`src/rtl/slb_pkg.sv`:
```
// Shared types, constants and fixed-point helpers for the soft-light layer blend.
// Used by the RTL, the checker and tb_top; depends on nothing else.
package slb_pkg;

    localparam int CHANNEL_BITS = 16;
    localparam int FIELD_W      = 16;
    localparam int CFG_IDX_W    = 4;
    localparam int NCH          = 3;

    localparam int CW = CHANNEL_BITS;
    localparam int PW = 2 * CW;
    localparam int RW = 2 * CW + 2;
    localparam int ZW = RW + 1;
    localparam int QW = CW + 1;
    localparam int DW = CW + 1;
    localparam int PRE_STAGES = 8;
    localparam int NV = PRE_STAGES + QW;

    localparam logic [CW-1:0] FULL = {CW{1'b1}};

    localparam logic [CFG_IDX_W-1:0] REG_OPACITY     = CFG_IDX_W'(0);
    localparam logic [CFG_IDX_W-1:0] REG_MASK_ENABLE = CFG_IDX_W'(1);

    typedef logic [CW-1:0] chan_t;
    typedef logic [NCH-1:0][CW-1:0] lanes_t;

    typedef struct packed {
        lanes_t         base;
        logic [NCH-1:0] neg;
        logic           pass;
        chan_t          alpha;
        logic           run_end;
    } side_t;

    typedef struct packed {
        logic [FIELD_W-1:0] red;
        logic [FIELD_W-1:0] green;
        logic [FIELD_W-1:0] blue;
        logic [FIELD_W-1:0] alpha;
        logic               run_end;
    } out_item_t;

    function automatic chan_t clamp_chan(input logic [FIELD_W-1:0] v);
        if (v > FIELD_W'(FULL)) begin
            return FULL;
        end
        return v[CW-1:0];
    endfunction

    // x / FULL rounded to nearest, by reciprocal estimate and remainder correction
    function automatic chan_t rnd_full(input logic [RW-1:0] x);
        logic [ZW-1:0] z;
        logic [ZW-1:0] q1;
        logic [ZW-1:0] fz;
        logic [ZW-1:0] r;
        logic [ZW-1:0] f1;
        logic [ZW-1:0] f2;
        logic [ZW-1:0] qf;
        f1 = ZW'(FULL);
        f2 = f1 << 1;
        z  = ZW'(x) + ZW'(FULL >> 1);
        q1 = (z + (z >> CW)) >> CW;
        fz = (q1 << CW) - q1;
        r  = z - fz;
        if (r >= f2) begin
            qf = q1 + ZW'(2);
        end else if (r >= f1) begin
            qf = q1 + ZW'(1);
        end else begin
            qf = q1;
        end
        return qf[CW-1:0];
    endfunction

endpackage

```
`src/rtl/slb_div.sv`:
```
// Pipelined restoring divider, one quotient bit per stage, for the blend ratio.
// Depends on slb_pkg for widths.
module slb_div import slb_pkg::*; (
    input  logic          aclk,
    input  logic          en,
    input  logic [RW-1:0] num_in,
    input  logic [DW-1:0] den_in,
    output logic [QW-1:0] quo_out
);

    logic [RW-1:0] rem_reg  [QW];
    logic [DW-1:0] den_reg  [QW];
    logic [QW-1:0] quo_reg  [QW];
    logic [RW-1:0] rem_in   [QW];
    logic [DW-1:0] den_s    [QW];
    logic [QW-1:0] quo_in   [QW];
    logic [RW-1:0] sub      [QW];
    logic [RW-1:0] rem_next [QW];
    logic [QW-1:0] quo_next [QW];
    logic [QW-1:0] ge;

    always_comb begin
        rem_in[0] = num_in;
        den_s[0]  = den_in;
        quo_in[0] = '0;
        for (int s = 1; s < QW; s++) begin
            rem_in[s] = rem_reg[s-1];
            den_s[s]  = den_reg[s-1];
            quo_in[s] = quo_reg[s-1];
        end
        for (int s = 0; s < QW; s++) begin
            sub[s]      = RW'(den_s[s]) << (QW - 1 - s);
            ge[s]       = rem_in[s] >= sub[s];
            rem_next[s] = ge[s] ? rem_in[s] - sub[s] : rem_in[s];
            quo_next[s] = quo_in[s] | (QW'(ge[s]) << (QW - 1 - s));
        end
    end

    always_ff @(posedge aclk) begin
        if (en) begin
            for (int s = 0; s < QW; s++) begin
                rem_reg[s] <= rem_next[s];
                den_reg[s] <= den_s[s];
                quo_reg[s] <= quo_next[s];
            end
        end
    end

    assign quo_out = quo_reg[QW-1];

endmodule

```
`config.mk`:
```
export PLATFORM = sky130hd
export DESIGN_NAME = slb_div
export DESIGN_NICKNAME = d
export VERILOG_FILES = /design/src/rtl/slb_pkg.sv /design/src/rtl/slb_div.sv
export SDC_FILE = /design/constraint.sdc
export NUM_CORES = 2
export LEC_CHECK = 0
export BUFFER_PORTS_ARGS = -buffer_cell sky130_fd_sc_hd__buf_4
export CAP_MARGIN = 20
export CORE_UTILIZATION = 50
export CTS_BUF_LIST = sky130_fd_sc_hd__clkbuf_8 sky130_fd_sc_hd__clkbuf_16
export DETAILED_ROUTE_END_ITERATION = 8
export PLACE_DENSITY = 0.66
export SLEW_MARGIN = 0
export SYNTH_ARGS = -nofsm -noshare
export SYNTH_HDL_FRONTEND = slang
export SYNTH_SLANG_ARGS = --single-unit
```
`constraint.sdc`:
```
create_clock -name aclk -period 5.07 [get_ports aclk]
set_input_delay 0.7605 -clock aclk [delete_from_list [all_inputs] [get_ports aclk]]
set_output_delay 0.7605 -clock aclk [all_outputs]
set_load 0.005 [all_outputs]
```
==> flow_summary_export.csv <==
group,metric,value,unit
cts,post-cts-setup-buffer-count,0,
cts,root_buffer,"clkbuf_16",
synth,synth_nets,4366,
cts,cts-buffers-inserted,101,
sta,rsz0062_at_grt,"false",
layout,multi_input_area,0.01828,mm^2
global_routing,antenna_found_initial,0,
power,swShare,32.00,%
sta,slew_headroom,28.55,%
global_routing,grt_max_degree,121,
floorplanning,start_util,50.55,%
cts,cts_tree,"built",
power,p_clk_share,25.4,%
setup_path,startpoint_type,"flop",
synth,synth_flop_cell,"edfxtp_1",
cts,post_cts_resized,0,
routing,wl_met1,39.48,mm
routing,detail-route-antenna-nets,0,
synth,synth_common_cells,"edfxtp_1 (969), inv_1 (367), ha_1 (289), a21oi_1 (275), nor2_1 (270)",
power,power_frac_comb,31.8,%
sta,fin_crit,3.947,ns
synth,synth-seq-cells,969,
routing,vias_per_cell,5.510,
routing,first_pass_iters,7,
routing,avgRoutedWirePerCell,17.82,um
setup_path,crit_type,"reg2reg",
layout,ff_latch_area,0.02910,mm^2
synth,synth_edf_count,969,
placed_design,gp_congestion,0.9201,
synth,syn_inst,4008,
setup_path,rr_startpoint,"rem_reg[0][48]",
cts,worstSkewPairLatency,0.68,ns
placed_design,io_buffers,69,
global_routing,grt_pass1_vias,29991,
sta,fin_crit_sh,77.85,%
global_routing,grt_pass1_wl,156.3,mm
floorplanning,num_rows,114,
outcome,violations,"design-rule violations",
power,seq_power_share,42.8,%
power,p_leak,20.95,nW
layout,drive_gt1_share,8.152,%
cts,cts_max_level,3,
floorplanning,die_h,314.9,um
floorplanning,dieWidth,314.9,um
placed_design,dp_hpwl,73.59,mm
sta,finalMaxSlewViolations,0,
routing,routed_wl,98.18,mm
power,internal-power,19.16,mW
setup_path,worstPathArrival,4.37,ns
synth,yosysMostFrequentCell,"edfxtp_1",
min_path,hold_path.startpoint,"num_in[1]",
placed_design,place_ws,1.180,ns
routing,drc,2,
synth,synth.avg_cell_area,12.22,um^2
synth,ys.warnings.count,0,
sta,finalHoldViolCount,0,
setup_path,worst_setup_path_end_kind,"flop",
synth,seq_area_frac_synth,59.43,%
routing,dr_wl_met3,3.199,mm
sta,worst_slew_pin_slew,1.058,ns
layout,num-fill-cells,7927,
floorplanning,coreArea,0.09685,mm^2
synth,synthArstFlopShare,0,%
setup_path,crit_required,5.50,ns
layout,antenna_cells,0,
global_routing,grt.total_usage,19.96,%
routing,route.met2.wl,51.97,mm
synth,ys_top_cells_by_area,"edfxtp_1 (59%), ha_1 (7.4%), xnor2_1 (3.1%), inv_1 (2.8%), a21oi_1 (2.8%)",
routing,top_layer,"met4",
synth,synth_top_cell_by_area,"edfxtp_1",
floorplanning,die-area,0.09917,mm^2
cts,ctsHoldBuffers,0,
global_routing,globalRouteOverflowTotal,0,
cts,clk_transition_reported_paths,0.06,ns
sta,clock.fmax,0.2534,GHz
sta,setup-violations-final,0,
synth,synthesis.area,0.04896,mm^2
layout,nNetsFinal,4512,
sta,finClkSkew,0.02228,ns
sta,tns,0,ns
cts,clock_sink_count,969,
power,vdd_drop_max,340.7,uV
sta,setup_ws,1.123,ns
floorplanning,ios,70,
synth,synth_top_area_share,59.43,%
routing,drtIter0Drc,1910,
layout,largest_register_ffs,544,
power,switchingPower,9.020,mW
layout,syn_to_final_growth,11.24,%
power,power.density,517.5,mW/mm^2
outcome,outcome,"finished, violations left",
setup_path,crit_start,"rem_reg[0][48]",
min_path,worstHoldPathType,"in2reg",
setup_path,crit_fanout,28,
synth,yosysUniqueCellTypes,81,
cts,clock_path_buffers,3,
run,max_cap_violations,0,
routing,num_vias,30349,
==> final cells by class <==
class / count / share of cell area (%)
sequential: 969 / 53.43
tap: 1276 / 2.931
multi-input combinational: 2612 / 33.56
clock buffer: 104 / 4.778
clock inverter: 77 / 1.176
inverter: 369 / 2.543
timing repair buffer: 101 / 1.581
==> path summary, 6_finish.rpt <==
| path | to | cells after the start | slack [ns] |
|---|---|---|---|
| max reg2reg | rem_reg[0][85] | 12 | 1.12 |
| min | rem_reg[0][1] | 1 | 0.27 |
| max | rem_reg[0][85] | 12 | 1.12 |
| min reg2reg | quo_reg[0][169] | 0 | 0.41 |
==> power by group through the flow <==
| stage | clock network (mW) | registers, mW | logic (mW) |
|---|---|---|---|
| 2_1_floorplan | 0 | 11.8 | 6.92 |
| 3_3_place_gp | 0 | 12.2 | 8.76 |
| 3_5_place_dp | 0 | 12.2 | 8.90 |
| 4_1_cts | 7.33 | 12.1 | 8.96 |
| 5_1_grt | 7.63 | 12.2 | 10.0 |
| 6_report | 7.16 | 12.1 | 8.95 |
==> cells in the final DEF, fill, tap and decap left out, types with 53 or more instances in the layout <==
cell type  instances
a21o_1            87
edfxtp_1         969
o21ai_0          208
buf_4             90
nor2b_1           53
clkbuf_16        104
nor2_1           270
xnor2_1          172
nand2_1          258
nor3_1            93
inv_1            385
mux2_2            70
nor4_1            66
ha_1             289
xor2_1           157
o21a_1            62
nand3_1           60
a21oi_1          275
==> kinds of logic (layout without fill, tap and decap cells) <==
group	after synthesis	after routing	synth area share (%)
xor+xnor	329	329	5.886
compound gates	846	846	10.73
fa+ha+maj	305	305	8.040
mux	80	80	1.820
buf+inv	427	651	3.294
flops	969	969	59.43
simple gates	1052	1052	10.79
==> layer usage <==
metal / vias to the layer above / GRT usage (%)
met5: - / 0
met4: 0 / 7.535
met1: 14547 / 22.90
li1: 15099 / -
met3: 189 / 2.638
met2: 514 / 37.45
==> metrics by stage <==
step | util [%] | power, mW | hold WS (ns) | instance area [um^2] | std cells
3_5_place_dp | 52.89 | 21.13 | 0.4045 | 51220 | 5327
6_report | 56.23 | 28.18 | 0.2742 | 54460 | 5508
4_1_cts | 56.23 | 28.37 | 0.2300 | 54460 | 5508
3_3_place_gp | 52.88 | 20.97 | 0.4006 | 51210 | 5325
2_1_floorplan | - | 18.71 | 0.4003 | 48960 | 4008
5_1_grt | 56.23 | 29.91 | 0.2344 | 54460 | 5508
==> worst max-delay path, cell delays in order, from the launching register on <==
cell	delay, ns
edfxtp_1	0.38
inv_1	0.07
ha_1	0.19
fa_1	0.24
nor2b_1	0.08
o31ai_1	0.42
a211o_1	0.26
o31ai_1	0.14
a21o_1	0.20
a21oi_1	0.31
o311a_1	0.78
buf_4	0.29
mux2_2	0.34
Power figures use the tool's default switching activity.
